### src/hdl/vbfd_pkg.sv
// Package for the vehicle bus frame decoder: codes, word map, helpers.
// No dependencies.
`default_nettype none
package vbfd_pkg;

   localparam int DefValueWords = 64;

   typedef enum logic [1:0] {
      ACT_FRAME = 2'd0,
      ACT_TICK  = 2'd1,
      ACT_READ  = 2'd2,
      ACT_NONE  = 2'd3
   } action_type;

   localparam logic [2:0] SRC_MAIN = 3'd0;
   localparam logic [2:0] SRC_LOCK = 3'd1;
   localparam logic [2:0] SRC_TYRE = 3'd2;
   localparam logic [2:0] SRC_ODO  = 3'd4;

   localparam logic [2:0] NC_CHARGE_STOP = 3'd0;
   localparam logic [2:0] NC_ENV         = 3'd1;
   localparam logic [2:0] NC_VALET       = 3'd2;
   localparam logic [2:0] NC_ALARM       = 3'd3;
   localparam logic [2:0] NC_LOW_CHARGE  = 3'd4;

   localparam logic [1:0] CSR_KM     = 2'd0;
   localparam logic [1:0] CSR_THRESH = 2'd1;
   localparam logic [1:0] CSR_OLDER  = 2'd2;

   // value word indexes
   localparam int W_SOC = 0, W_IDEAL = 1, W_EST = 2, W_TIME = 3, W_AMB = 4;
   localparam int W_LAT = 5, W_LON = 6, W_LOCK = 7, W_DIR = 8, W_ALT = 9;
   localparam int W_CCUR = 10, W_CLIM = 11, W_CDUR = 12, W_SPEED = 13;
   localparam int W_LINEV = 14, W_CSTATE = 15, W_CSUB = 16, W_CMODE = 17;
   localparam int W_CB4 = 18, W_CKWH = 19, W_DOORS = 20, W_PARK = 24;
   localparam int W_TPEM = 25, W_TMOT = 26, W_TBAT = 27, W_LOCKST = 28;
   localparam int W_TYP = 29, W_TYT = 33, W_ODO = 37, W_TRIP = 38;
   localparam int W_TMODE = 39, W_TSTART = 40, W_MODEL = 41, W_SUFFIX = 42;
   localparam int NumStored = 43;

   localparam int S_TIMER = 0, S_AMB = 1, S_GPS = 2, S_TEMPS = 3, S_TPMS = 4;

   typedef struct packed {
      logic [2:0]       count;
      logic [3:0][2:0]  code;
      logic             is_read;
      logic [31:0]      rdata;
   } result_type;

   function automatic logic [31:0] sx8(input logic [7:0] b);
      return {{24{b[7]}}, b};
   endfunction

endpackage
`default_nettype wire

### src/hdl/vbfd_out_queue.sv
// Result queue: holds up to four results of one request and serializes them.
// Depends on vbfd_pkg.
`default_nettype none
module vbfd_out_queue
   import vbfd_pkg::*;
(
   input  wire logic        clock,
   input  wire logic        reset,
   input  wire logic        load,
   input  wire result_type  load_data,
   output logic             free,
   output logic             rsp_valid,
   input  wire logic        rsp_ready,
   output logic             rsp_result_kind,
   output logic [2:0]       rsp_notify_code,
   output logic [31:0]      rsp_read_value,
   output logic             rsp_last
);
   result_type  res_ff;
   logic [2:0]  pos_ff, pos_in;
   logic        busy_ff, busy_in;
   result_type  res_in;
   logic        done;

   // current result leaves this cycle and it is the final one
   assign done = busy_ff && rsp_ready && (pos_ff + 3'd1 == res_ff.count);
   assign free = !busy_ff || done;

   always_comb begin
      busy_in = busy_ff;
      pos_in  = pos_ff;
      res_in  = res_ff;
      if (busy_ff && rsp_ready) begin
         pos_in = pos_ff + 3'd1;
         if (done) busy_in = 1'b0;
      end
      if (load && free) begin
         res_in  = load_data;
         pos_in  = 3'd0;
         busy_in = (load_data.count != 3'd0);
      end
   end

   always_ff @(posedge clock) begin
      if (reset) begin
         busy_ff <= 1'b0;
         pos_ff  <= 3'd0;
      end else begin
         busy_ff <= busy_in;
         pos_ff  <= pos_in;
      end
      res_ff <= res_in;
   end

   assign rsp_valid       = busy_ff;
   assign rsp_result_kind = res_ff.is_read;
   assign rsp_notify_code = res_ff.is_read ? 3'd0 : res_ff.code[pos_ff[1:0]];
   assign rsp_read_value  = res_ff.is_read ? res_ff.rdata : 32'd0;
   assign rsp_last        = (pos_ff + 3'd1 == res_ff.count);
endmodule
`default_nettype wire

### src/hdl/vehicle_bus_frame_decoder.sv
// Vehicle bus frame decoder top level: input register, decode, result queue.
// The input register feeds the decode, whose results are registered in the queue.
// One request per cycle when each gives at most one result and rsp_ready is
// high; throughput is set by the result queue draining one result per cycle.
// Synchronous active-high reset clears all value state and config.
// Depends on vbfd_pkg, vbfd_out_queue.
`default_nettype none
module vehicle_bus_frame_decoder
   import vbfd_pkg::*;
#(
   parameter int VALUE_WORDS = DefValueWords
)(
   input  wire logic        clock,
   input  wire logic        reset,
   input  wire logic        req_valid,
   output logic             req_ready,
   input  wire logic [1:0]  req_action,
   input  wire logic [2:0]  req_frame_source,
   input  wire logic [7:0]  req_byte0,
   input  wire logic [7:0]  req_byte1,
   input  wire logic [7:0]  req_byte2,
   input  wire logic [7:0]  req_byte3,
   input  wire logic [7:0]  req_byte4,
   input  wire logic [7:0]  req_byte5,
   input  wire logic [7:0]  req_byte6,
   input  wire logic [7:0]  req_byte7,
   input  wire logic [5:0]  req_read_index,
   input  wire logic        csr_write,
   input  wire logic [1:0]  csr_index,
   input  wire logic [6:0]  csr_data,
   output logic             rsp_valid,
   input  wire logic        rsp_ready,
   output logic             rsp_result_kind,
   output logic [2:0]       rsp_notify_code,
   output logic [31:0]      rsp_read_value,
   output logic             rsp_last
);
   // config
   logic       km_ff, older_ff;
   logic [6:0] thresh_ff;
   always_ff @(posedge clock) begin
      if (reset) begin
         km_ff <= 1'b0; thresh_ff <= 7'd0; older_ff <= 1'b0;
      end else if (csr_write) begin
         unique case (csr_index)
            CSR_KM:     km_ff     <= csr_data[0];
            CSR_THRESH: thresh_ff <= csr_data;
            CSR_OLDER:  older_ff  <= csr_data[0];
            default: ;
         endcase
      end
   end

   // input register
   logic       ivld_ff, ivld_in, free;
   logic [1:0] act_ff;
   logic [2:0] src_ff;
   logic [7:0] b_ff [8];
   logic [5:0] ridx_ff;
   assign req_ready = !ivld_ff || free;
   assign ivld_in   = req_valid ? 1'b1 : (ivld_ff && !free);
   always_ff @(posedge clock) begin
      if (reset) ivld_ff <= 1'b0;
      else       ivld_ff <= ivld_in;
      if (req_valid && req_ready) begin
         act_ff <= req_action; src_ff <= req_frame_source; ridx_ff <= req_read_index;
         b_ff[0] <= req_byte0; b_ff[1] <= req_byte1; b_ff[2] <= req_byte2;
         b_ff[3] <= req_byte3; b_ff[4] <= req_byte4; b_ff[5] <= req_byte5;
         b_ff[6] <= req_byte6; b_ff[7] <= req_byte7;
      end
   end
   logic fire;
   assign fire = ivld_ff && free;

   // state
   logic [31:0] vf_ff [NumStored];
   logic [31:0] vf_in [NumStored];
   logic [7:0]  vin_ff [17];
   logic [7:0]  vin_in [17];
   logic [6:0]  st_ff [5];
   logic [6:0]  st_in [5];
   logic        lca_ff, lca_in, lom_ff, lom_in;
   logic [9:0]  sec_ff, sec_in;
   result_type  res;

   function automatic logic [31:0] rd(input logic [31:0] v, input int i);
      return (i < VALUE_WORDS) ? v : 32'd0;
   endfunction

   logic [31:0] cs, v16a, v16b;
   logic [7:0]  d1;
   logic [36:0] kprod;
   logic [8:0]  kq;
   logic [7:0]  kmh;
   logic [9:0]  sec_inc;
   logic [31:0] soc;
   logic [31:0] rv;

   always_comb begin
      for (int i = 0; i < NumStored; i++) vf_in[i] = vf_ff[i];
      for (int i = 0; i < 17; i++) vin_in[i] = vin_ff[i];
      for (int i = 0; i < 5; i++) st_in[i] = st_ff[i];
      lca_in = lca_ff; lom_in = lom_ff; sec_in = sec_ff;
      res = '0;
      cs = rd(vf_ff[W_CSTATE], W_CSTATE);
      d1 = b_ff[1];
      // km/h = (mph*1609 + 500) / 1000, folded into one reciprocal multiply
      kprod = 37'(b_ff[1]) * 37'd431913524 + 37'd134218000;
      kq    = kprod[36:28];
      kmh   = kq[8] ? 8'd255 : kq[7:0];
      v16a = '0; v16b = '0;
      sec_inc = sec_ff + 10'd1;
      soc = rd(vf_ff[W_SOC], W_SOC);
      rv = '0;
      if (fire) begin
         unique case (action_type'(act_ff))
         ACT_FRAME: begin
            if (src_ff == SRC_MAIN) begin
               unique case (b_ff[0])
               8'h06: begin
                  if (b_ff[1] == 8'h1b) begin
                     vf_in[W_TMODE] = {24'd0, b_ff[4]}; st_in[S_TIMER] = 7'd1;
                  end else if (b_ff[1] == 8'h1a) begin
                     vf_in[W_TSTART] = {16'd0, b_ff[4], b_ff[5]}; st_in[S_TIMER] = 7'd1;
                  end
               end
               8'h80: begin
                  vf_in[W_SOC] = {24'd0, b_ff[1]};
                  v16a = {16'd0, b_ff[3], b_ff[2]};
                  v16b = {16'd0, b_ff[7], b_ff[6]};
                  vf_in[W_IDEAL] = (v16a > 32'd6000) ? 32'd0 : v16a;
                  vf_in[W_EST]   = (v16b > 32'd6000) ? 32'd0 : v16b;
               end
               8'h81: vf_in[W_TIME] = {b_ff[7], b_ff[6], b_ff[5], b_ff[4]};
               8'h82: begin vf_in[W_AMB] = sx8(b_ff[1]); st_in[S_AMB] = 7'd120; end
               8'h83: vf_in[W_LAT] = {b_ff[7], b_ff[6], b_ff[5], b_ff[4]};
               8'h84: vf_in[W_LON] = {b_ff[7], b_ff[6], b_ff[5], b_ff[4]};
               8'h85: begin
                  vf_in[W_LOCK] = {24'd0, b_ff[1]};
                  if (b_ff[1] != 8'd0) begin
                     v16a = {16'd0, b_ff[3], b_ff[2]};
                     vf_in[W_DIR] = (v16a == 32'd360) ? 32'd0 : v16a;
                     vf_in[W_ALT] = (b_ff[5][7:4] != 4'd0) ? 32'd0
                                    : {16'd0, b_ff[5], b_ff[4]};
                     st_in[S_GPS] = 7'd120;
                  end else st_in[S_GPS] = 7'd0;
               end
               8'h88: begin
                  vf_in[W_CCUR] = {24'd0, b_ff[1]};
                  vf_in[W_CLIM] = {24'd0, b_ff[6]};
                  vf_in[W_CDUR] = {16'd0, b_ff[3], b_ff[2]};
               end
               8'h89: begin
                  vf_in[W_SPEED] = {24'd0, km_ff ? kmh : b_ff[1]};
                  vf_in[W_LINEV] = {16'd0, b_ff[3], b_ff[2]};
               end
               8'h95: begin
                  if ({24'd0, b_ff[1]} != cs && (cs <= 32'd2 || cs == 32'h0f)
                      && b_ff[1] != 8'h04) begin
                     res.code[res.count[1:0]] = NC_CHARGE_STOP;
                     res.count = res.count + 3'd1;
                  end
                  if ({24'd0, b_ff[1]} != cs ||
                      {24'd0, b_ff[2]} != rd(vf_ff[W_CSUB], W_CSUB)) begin
                     res.code[res.count[1:0]] = NC_ENV;
                     res.count = res.count + 3'd1;
                  end
                  vf_in[W_CSTATE] = {24'd0, b_ff[1]};
                  vf_in[W_CSUB] = {24'd0, b_ff[2]};
                  vf_in[W_CMODE] = (older_ff || lom_ff) ? {28'd0, b_ff[4][3:0]}
                                                        : {28'd0, b_ff[5][7:4]};
                  vf_in[W_CB4] = {24'd0, b_ff[3]};
                  vf_in[W_CKWH] = {24'd0, b_ff[7]};
               end
               8'h96: begin
                  if (cs == 32'h0f) d1 = b_ff[1] | 8'h10;
                  if (rd(vf_ff[W_DOORS], W_DOORS) != {24'd0, d1} ||
                      rd(vf_ff[W_DOORS+1], W_DOORS+1) != {24'd0, b_ff[2]} ||
                      rd(vf_ff[W_DOORS+2], W_DOORS+2) != {24'd0, b_ff[3]} ||
                      rd(vf_ff[W_DOORS+3], W_DOORS+3) != {24'd0, b_ff[4]}) begin
                     res.code[res.count[1:0]] = NC_ENV;
                     res.count = res.count + 3'd1;
                  end
                  if (!vf_ff[W_DOORS+1][6] && b_ff[2][6] && b_ff[2][4]) begin
                     res.code[res.count[1:0]] = NC_VALET;
                     res.count = res.count + 3'd1;
                  end
                  if (!vf_ff[W_DOORS+3][1] && b_ff[4][1]) begin
                     res.code[res.count[1:0]] = NC_ALARM;
                     res.count = res.count + 3'd1;
                  end
                  vf_in[W_DOORS]   = {24'd0, d1};
                  vf_in[W_DOORS+1] = {24'd0, b_ff[2]};
                  vf_in[W_DOORS+2] = {24'd0, b_ff[3]};
                  vf_in[W_DOORS+3] = {24'd0, b_ff[4]};
                  if (!d1[7] && rd(vf_ff[W_PARK], W_PARK) == 32'd0 &&
                      rd(vf_ff[W_TIME], W_TIME) != 32'd0) begin
                     vf_in[W_PARK] = vf_ff[W_TIME] - 32'd1;
                     res.code[res.count[1:0]] = NC_ENV;
                     res.count = res.count + 3'd1;
                  end else if (d1[7] && rd(vf_ff[W_PARK], W_PARK) != 32'd0) begin
                     vf_in[W_PARK] = 32'd0;
                     res.code[res.count[1:0]] = NC_ENV;
                     res.count = res.count + 3'd1;
                  end
               end
               8'hA3: begin
                  vf_in[W_TPEM] = sx8(b_ff[1]);
                  vf_in[W_TMOT] = {24'd0, b_ff[2]};
                  vf_in[W_TBAT] = sx8(b_ff[6]);
                  st_in[S_TEMPS] = 7'd120;
               end
               8'hA4: for (int i = 0; i < 7; i++) vin_in[i] = b_ff[i+1];
               8'hA5: begin
                  for (int i = 0; i < 7; i++) vin_in[i+7] = b_ff[i+1];
                  vf_in[W_MODEL] = (b_ff[3] == 8'h41 || b_ff[3] == 8'h42) ? 32'h32
                                                                         : 32'h31;
                  if (b_ff[3] == 8'h38) lom_in = 1'b1;
                  vf_in[W_SUFFIX] = (b_ff[1] == 8'h33) ? 32'h53 : 32'h4e;
               end
               8'hA6: begin
                  vin_in[14] = b_ff[1]; vin_in[15] = b_ff[2]; vin_in[16] = b_ff[3];
               end
               default: ;
               endcase
            end else if (src_ff == SRC_LOCK) begin
               if (b_ff[0] == 8'h0E) begin
                  if (rd(vf_ff[W_LOCKST], W_LOCKST) != {24'd0, b_ff[1]}) begin
                     res.code[0] = NC_ENV; res.count = 3'd1;
                  end
                  vf_in[W_LOCKST] = {24'd0, b_ff[1]};
               end
            end else if (src_ff == SRC_TYRE) begin
               // wheel order FR, RR, FL, RL at byte pairs 3, 7, 1, 5
               if (b_ff[3] != 0) begin
                  vf_in[W_TYP]   = {24'd0, b_ff[2]}; vf_in[W_TYT]   = sx8(b_ff[3]);
               end
               if (b_ff[7] != 0) begin
                  vf_in[W_TYP+1] = {24'd0, b_ff[6]}; vf_in[W_TYT+1] = sx8(b_ff[7]);
               end
               if (b_ff[1] != 0) begin
                  vf_in[W_TYP+2] = {24'd0, b_ff[0]}; vf_in[W_TYT+2] = sx8(b_ff[1]);
               end
               if (b_ff[5] != 0) begin
                  vf_in[W_TYP+3] = {24'd0, b_ff[4]}; vf_in[W_TYT+3] = sx8(b_ff[5]);
               end
               st_in[S_TPMS] = 7'd120;
            end else if (src_ff == SRC_ODO) begin
               if (b_ff[0] == 8'hFA) begin
                  vf_in[W_ODO]  = {8'd0, b_ff[5], b_ff[4], b_ff[3]};
                  vf_in[W_TRIP] = {16'd0, b_ff[7], b_ff[6]};
               end
            end
         end
         ACT_TICK: begin
            for (int i = S_AMB; i <= S_TPMS; i++)
               if (st_ff[i] != 7'd0) st_in[i] = st_ff[i] - 7'd1;
            sec_in = (sec_inc == 10'd600) ? 10'd0 : sec_inc;
            if (sec_inc == 10'd60 || sec_inc == 10'd120 || sec_inc == 10'd180 ||
                sec_inc == 10'd240 || sec_inc == 10'd300 || sec_inc == 10'd360 ||
                sec_inc == 10'd420 || sec_inc == 10'd480 || sec_inc == 10'd540 ||
                sec_inc == 10'd600) begin
               if (!lca_ff && soc < {25'd0, thresh_ff}) begin
                  res.code[0] = NC_LOW_CHARGE; res.count = 3'd1; lca_in = 1'b1;
               end else if (lca_ff && soc > {25'd0, thresh_ff} + 32'd2) begin
                  lca_in = 1'b0;
               end
            end
         end
         ACT_READ: begin
            if (ridx_ff < 6'd43) rv = rd(vf_ff[ridx_ff], int'(ridx_ff));
            else if (ridx_ff < 6'd48) rv = {25'd0, st_ff[3'(ridx_ff - 6'd43)]};
            else if (ridx_ff < 6'd52) begin
               for (int k = 0; k < 4; k++)
                  rv[8*k +: 8] = vin_ff[5'((ridx_ff - 6'd48) * 4 + k)];
            end else if (ridx_ff == 6'd52) rv = {24'd0, vin_ff[16]};
            else if (ridx_ff == 6'd53) rv = {30'd0, lca_ff, lom_ff};
            else if (ridx_ff == 6'd54) rv = {22'd0, sec_ff};
            res.is_read = 1'b1; res.rdata = rv; res.count = 3'd1;
         end
         ACT_NONE: ;
         default: ;
         endcase
      end
   end

   always_ff @(posedge clock) begin
      if (reset) begin
         for (int i = 0; i < NumStored; i++) vf_ff[i] <= '0;
         for (int i = 0; i < 17; i++) vin_ff[i] <= '0;
         for (int i = 0; i < 5; i++) st_ff[i] <= '0;
         lca_ff <= 1'b0; lom_ff <= 1'b0; sec_ff <= '0;
      end else begin
         for (int i = 0; i < NumStored; i++) vf_ff[i] <= vf_in[i];
         for (int i = 0; i < 17; i++) vin_ff[i] <= vin_in[i];
         for (int i = 0; i < 5; i++) st_ff[i] <= st_in[i];
         lca_ff <= lca_in; lom_ff <= lom_in; sec_ff <= sec_in;
      end
   end

   vbfd_out_queue u_queue (
      .clock, .reset, .load(fire), .load_data(res), .free,
      .rsp_valid, .rsp_ready, .rsp_result_kind, .rsp_notify_code,
      .rsp_read_value, .rsp_last
   );
endmodule
`default_nettype wire
### config.mk
export PLATFORM = sky130hd
export DESIGN_NAME = vehicle_bus_frame_decoder
export DESIGN_NICKNAME = d
export VERILOG_FILES = /design/src/hdl/vbfd_pkg.sv /design/src/hdl/vbfd_out_queue.sv /design/src/hdl/vehicle_bus_frame_decoder.sv
export SDC_FILE = /design/constraint.sdc
export NUM_CORES = 2
export LEC_CHECK = 0
export ABC_CLOCK_PERIOD_IN_PS = 11300
export BUFFER_PORTS_ARGS = -buffer_cell sky130_fd_sc_hd__buf_4
export CELL_PAD_IN_SITES_DETAIL_PLACEMENT = 0
export CELL_PAD_IN_SITES_GLOBAL_PLACEMENT = 1
export CORE_ASPECT_RATIO = 0.7
export CORE_MARGIN = 3
export CORE_UTILIZATION = 40
export DETAILED_ROUTE_END_ITERATION = 6
export PLACE_DENSITY = 0.71
export SETUP_SLACK_MARGIN = 0.1
export SLEW_MARGIN = 20
export SYNTH_ARGS = -nofsm -noshare
export SYNTH_HDL_FRONTEND = slang
export SYNTH_SLANG_ARGS = --single-unit
### constraint.sdc
create_clock -name clock -period 11.3 [get_ports clock]
set_input_delay 1.13 -clock clock [delete_from_list [all_inputs] [get_ports clock]]
set_output_delay 1.13 -clock clock [all_outputs]
set_load 0.05 [all_outputs]
Word-level counts from Yosys, hierarchy flattened
Memory sizes are Yosys's and may differ from the RTL's. A register that Yosys moved wholly into a read port is not among the register bits. Index checks and enable logic that the tools add are counted.

Register bits: 85. RAM bits: 1611. Memories kept: 4.

$add $sub $neg: 18. $mul: 1. $lt $le $gt $ge: 17. Equal/unequal tests: 154. Muxes and demuxes: 216. Bitwise gates (word level): 77. Reductions and logical operators: 95.

Memory list: vf_ff (words 43, width 32, rd ports 11, clocked after memory_dff 1, write ports 43, RTL line vehicle_bus_frame_decoder.sv:76) `logic [31:0] vf_ff [NumStored];`; vin_ff (words 17, width 8, rd ports 5, clocked after memory_dff 0, write ports 17, RTL line vehicle_bus_frame_decoder.sv:78) `logic [7:0] vin_ff [17];`; b_ff (words 8, width 8, rd ports 8, clocked after memory_dff 0, write ports 8, RTL line vehicle_bus_frame_decoder.sv:58) `logic [7:0] b_ff [8];`; st_ff (words 5, width 7, rd ports 5, clocked after memory_dff 0, write ports 5, RTL line vehicle_bus_frame_decoder.sv:80) `logic [6:0] st_ff [5];`.

Operators by type and width (count): 2-to-1 mux 1376 bit (2); 2-to-1 mux 32 bit (66); 2-to-1 mux 896 bit (1); 2-to-1 mux 64 bit (7); 2-to-1 mux 136 bit (3); 2-to-1 mux 96 bit (4); 2-to-1 mux 352 bit (1); 2-to-1 mux 160 bit (2); 2-to-1 mux 320 bit (1); 2-to-1 mux 256 bit (1); 2-to-1 mux 15 bit (13); 2-to-1 mux 8 bit (23); != test 32 x 8 -> 1 bit (5); 2-to-1 mux 7 bit (20); 2-to-1 mux 128 bit (1); equality test 8 bit (second input constant) (15); 2-to-1 mux 56 bit (2); != test 4 bit (second input constant) (21); 2-to-1 mux 3 bit (24); bitwise OR 1 bit (65); AND reduction 5 bit (13); 2-to-1 mux 16 bit (4); != test 8 x 32 -> 1 bit (2); nonzero test 32 bit (2); other kinds (89) (280).

Logic depth before layout (Yosys ltp)
An unclocked memory read counts as a cell.

Depth in word-level cells: 52. Depth in mapped cells: 22. Gate-level depth less buffers: 20.

By module
Synthesis repeated with hierarchy kept, for this count alone.

Cells, all modules: 3742. Area total of the unflattened synthesis: 42824.8 µm².

Modules (own cells, without submodules): vehicle_bus_frame_decoder (instances 1, cells each 3626, area an instance 40804.1 µm², seq. area each 21650.8 µm²); vbfd_out_queue (instances 1, cells each 116, area an instance 2020.7 µm², seq. area each 1521.5 µm²).

Least setup slack after synthesis
No wires, ideal clock.

Path kind: input port to flip-flop. From: in rsp_ready. To: reg (tool-made name). Arrival time: 6.245 ns. Path slack: 4.977 ns. Cell stages on the path: 4. Path buffers: 0. Cells stage by stage: inv_1 -> o41a_1 -> a21oi_1 -> mux2_2.

RTL lines: start: declaration (RTL line vehicle_bus_frame_decoder.sv:32) `input wire logic rsp_ready,`.

==> results by group <==
Run status
  • Run status: complete, but fails checks
  • Failing checks: design-rule violations

Cells and area
  • Layout area overhead: 12.8%
  • # fillers: 9,814
  • Net count, final: 4,123
  • Fin util: 45.9%
  • Layout cells sized above 1: 14.5%

Timing
  • Relative slew margins: 12.2%
  • RSZ-0062 raised after global routing: no
  • Actual slew at the worst max-slew pin: 1320 ps
  • Setup Total Neg Slack: 0 ps
  • Final min period: 7520 ps
  • Final hold violations: 0
  • Endpoints failing setup: 0
  • Clock Skews: 23.6 ps
  • Slew Limit Fails: 0
  • Fin crit share: 66.6%
  • Peak Freq: 133 MHz
  • Final WS setup: 3780 ps

Critical path
  • Worst Path Max Fanout: 17
  • Critical Path RT: 11,670 ps
  • Delay-heaviest family, CP: adder cells
  • Buffers & Inverters on Critical Path: 4
  • R2r setup slk: 3780 ps
  • R2r endpoint: vf_ff[13][1]
  • Setup crit start kind: register
  • Crit Reg-Reg Startpoint: b_ff[0][14]
  • Crit path kind: register to register
  • Crit-path cells: fa_1 -> inv_1 -> fa_1 -> inv_1 -> fa_1 -> inv_1 -> fa_1 -> inv_1 -> ha_1 -> nand2_1 -> o21ai_1 -> mux2i_1 -> o2111ai_1 -> a211o_1 -> or4_4 -> o41ai_4 -> nand4_1 -> nor2_2 -> xor2_2 -> a31oi_1
  • Delay of the slowest cell on the worst path: 830 ps
  • Crit path arrival time: 7900 ps
  • Worst Reg-to-Reg Cells: 20
  • Slowest cell on crit path: fa_1
  • Cell count along the critical path: 20
  • Critical path endpoint category: register

Synth
  • Top cell type's share of synthesized area: 46.4%
  • Count leader, synth: edfxtp_1
  • Seq/Total Area, Yosys: 53.8%
  • Top_reg_cell synth: edfxtp_1
  • Synthesized flop and latch total: 822
  • Syn Std Cell Area: 42,900 um^2
  • Main combinational cell family by area after synthesis: simple AND/OR/NAND/NOR gates
  • Post-synth ARST share: 0%
  • Top cells by count, synth: edfxtp_1 (662), nand2_1 (372), nor2_1 (360)
  • Mean Syn Cell Area: 11.4 um^2
  • Yosys warns: 0
  • Post-synth EDFFs: 662
  • Synth Area in XOR/XNOR: 2.80%
  • Library cells used by synthesis: 93
  • Synth Area in Compound Gates: 9.82%
  • Area contributors post-synth: edfxtp_1 (46%), dfxtp_1 (7.5%), mux4_2 (6.5%), ha_1 (3.9%), nand2_1 (3.3%)
  • Area leader, netlist: edfxtp_1
  • Post-synthesis simple-gate area fraction: 14.3%
  • Synth Area in Adders: 6.50%
  • Cell count after synthesis: 3,766
  • Mux cell area share after synthesis: 8.59%

Detailed routing
  • DRC violations left: 23
  • Routed via count: 32,433
  • DR vias/cell: 6.07
  • First-pass iteration count of the detailed router: 7
  • DRT antenna net count: 0
  • Wire length per cell: 30.8 um
  • Drt first-iter violations: 4,778
  • Detailed Route WL: 165,000 um

Floorplanning
  • Initial Util: 40.7%
  • DIE HEIGHT: 280 um
  • Die W: 397 um
  • # IOs: 128
  • Site Rows: 99
  • Die area: 111,000 um^2
  • Core box area: 105,000 um^2

GRT
  • Initial antenna violation count: 12
  • Vias in the first global route: 29,929
  • Global-route wire length before repair: 231,000 um
  • GRT Util Overall: 29.3%
  • GRT overflow: 0
  • Largest net degree at the start of global routing: 60

Clock network
  • CTS Buffer Depth: 3
  • Clk root buf: clkbuf_16
  • Clock-pin slew on the worst setup and hold paths: 60 ps
  • H-tree depth: 3
  • Worst skew pair latency: 690 ps
  • Clk sink count: 822
  • Number of buffers created by CTS: 86
  • CTS tree: yes
  • Post-CTS resize count: 0
  • Post-CTS Setup Bufs: 0
  • Hold Buf Count CTS: 0

Worst hold path
  • Hold Path End: vf_ff[21][6]
  • Hold_sp: vf_ff[21][6]
  • Cell depth of the worst hold path: 2
  • Min-delay worst type: register to register

Job
  • Maxcap violations: 0

Power
  • Power Dens Cells: 182 nW/um^2
  • LEAKAGE: 0.0184 uW
  • Worst VDD drop: 0.116 mV

Placement
  • Pre-CTS WS: 3890 ps
  • GP Congestion: 0.965
  • Final HPWL DP: 121,000 um
  • # port buffers: 127
## routing by layer
layer / vias to the layer above / track usage [%] / wire (um)
met5: - / 0 / 10
met4: 2 / 5.85 / 3420
met3: 205 / 16.0 / 28700
met2: 2072 / 36.6 / 61800
met1: 16338 / 43.7 / 70600
li1: 13816 / - / -
## logic make-up (layout without fill, tap and decap cells)
| group | Yosys count | count (layout) |
|---|---|---|
| buffers and inverters | 470 | 613 |
| AO/OA/AOI/OAI | 661 | 661 |
| flip-flops | 822 | 822 |
| XOR/XNOR | 136 | 136 |
| other | 1 | 20 |
| multiplexers | 210 | 210 |
| AND/OR/NAND/NOR | 1277 | 1277 |
| adder cells (fa/ha/maj) | 189 | 189 |
## metrics by stage
step | total power, uW | instance area [um^2] | hold WS [ps] | instances
after detailed placement | 5890 | 45500 | 467 | 5171
after global placement | 5920 | 45500 | 460 | 5171
after CTS | 8750 | 48300 | 475 | 5332
after floorplan | 5070 | 42900 | 446 | 3775
after global routing | 9150 | 48300 | 503 | 5333
final | 8820 | 48400 | 477 | 5342
## registers in the layout, indices dropped and copies added (netlist names), 6 cells and up, named ones only
name and flops:
vf_ff 505, u_queue.res_ff 44, vin_ff 136, st_ff 29, ridx_ff 6, b_ff 64
thresh_ff 7, sec_ff 10
## cell usage in the layout (no fill, tap or decap), drive strengths merged, types with 69 or more instances in the layout
| master | Yosys | routed |
|---|---|---|
| a21oi | 261 | 261 |
| and2 | 172 | 172 |
| and3 | 69 | 69 |
| buf | 41 | 222 |
| clkbuf | 199 | 119 |
| dfxtp | 160 | 160 |
| edfxtp | 662 | 662 |
| ha | 133 | 133 |
| inv | 229 | 237 |
| mux4 | 123 | 123 |
| nand2 | 372 | 372 |
| nor2 | 362 | 362 |
| o21ai | 114 | 114 |
| xor2 | 77 | 77 |
## worst min-delay path, cell delays in order, from the launching register on
cell	delay, ps
dfxtp_1	320
nand2_1	60
a21oi_1	50
## power by group
| group | internal, uW | leakage [uW] | switching, uW | total, uW |
|---|---|---|---|---|
| Clock | 1600 | 0.00137 | 1300 | 2890 |
| Sequential | 3400 | 0.00796 | 83.0 | 3480 |
| Combinational | 812 | 0.00911 | 1630 | 2450 |
| Total | 5810 | 0.0184 | 3010 | 8820 |
## worst max-delay path by stage
stage                            from      endpoint  slack, ps
after floorplan             rsp_ready      register       4980
after global placement    b_ff[0][14]  vf_ff[13][4]       3890
after detailed placement  b_ff[0][14]  vf_ff[13][4]       3890
after CTS                 b_ff[0][14]  vf_ff[13][1]       3850
after global routing      b_ff[0][14]  vf_ff[13][1]       3340
final                     b_ff[0][14]  vf_ff[13][1]       3780
## layout make-up
class	instances	area (um^2)	area share (%)
clock inverter	42	423	0.874
multi-input combinational	2483	18200	37.5
clock buffer	119	2370	4.90
antenna	10	25.0	0.0517
inverter	230	863	1.79
sequential	822	23100	47.7
timing repair buffer	222	1670	3.45
tap	1414	1770	3.66
No activity file was read; power rests on OpenSTA's default activity.
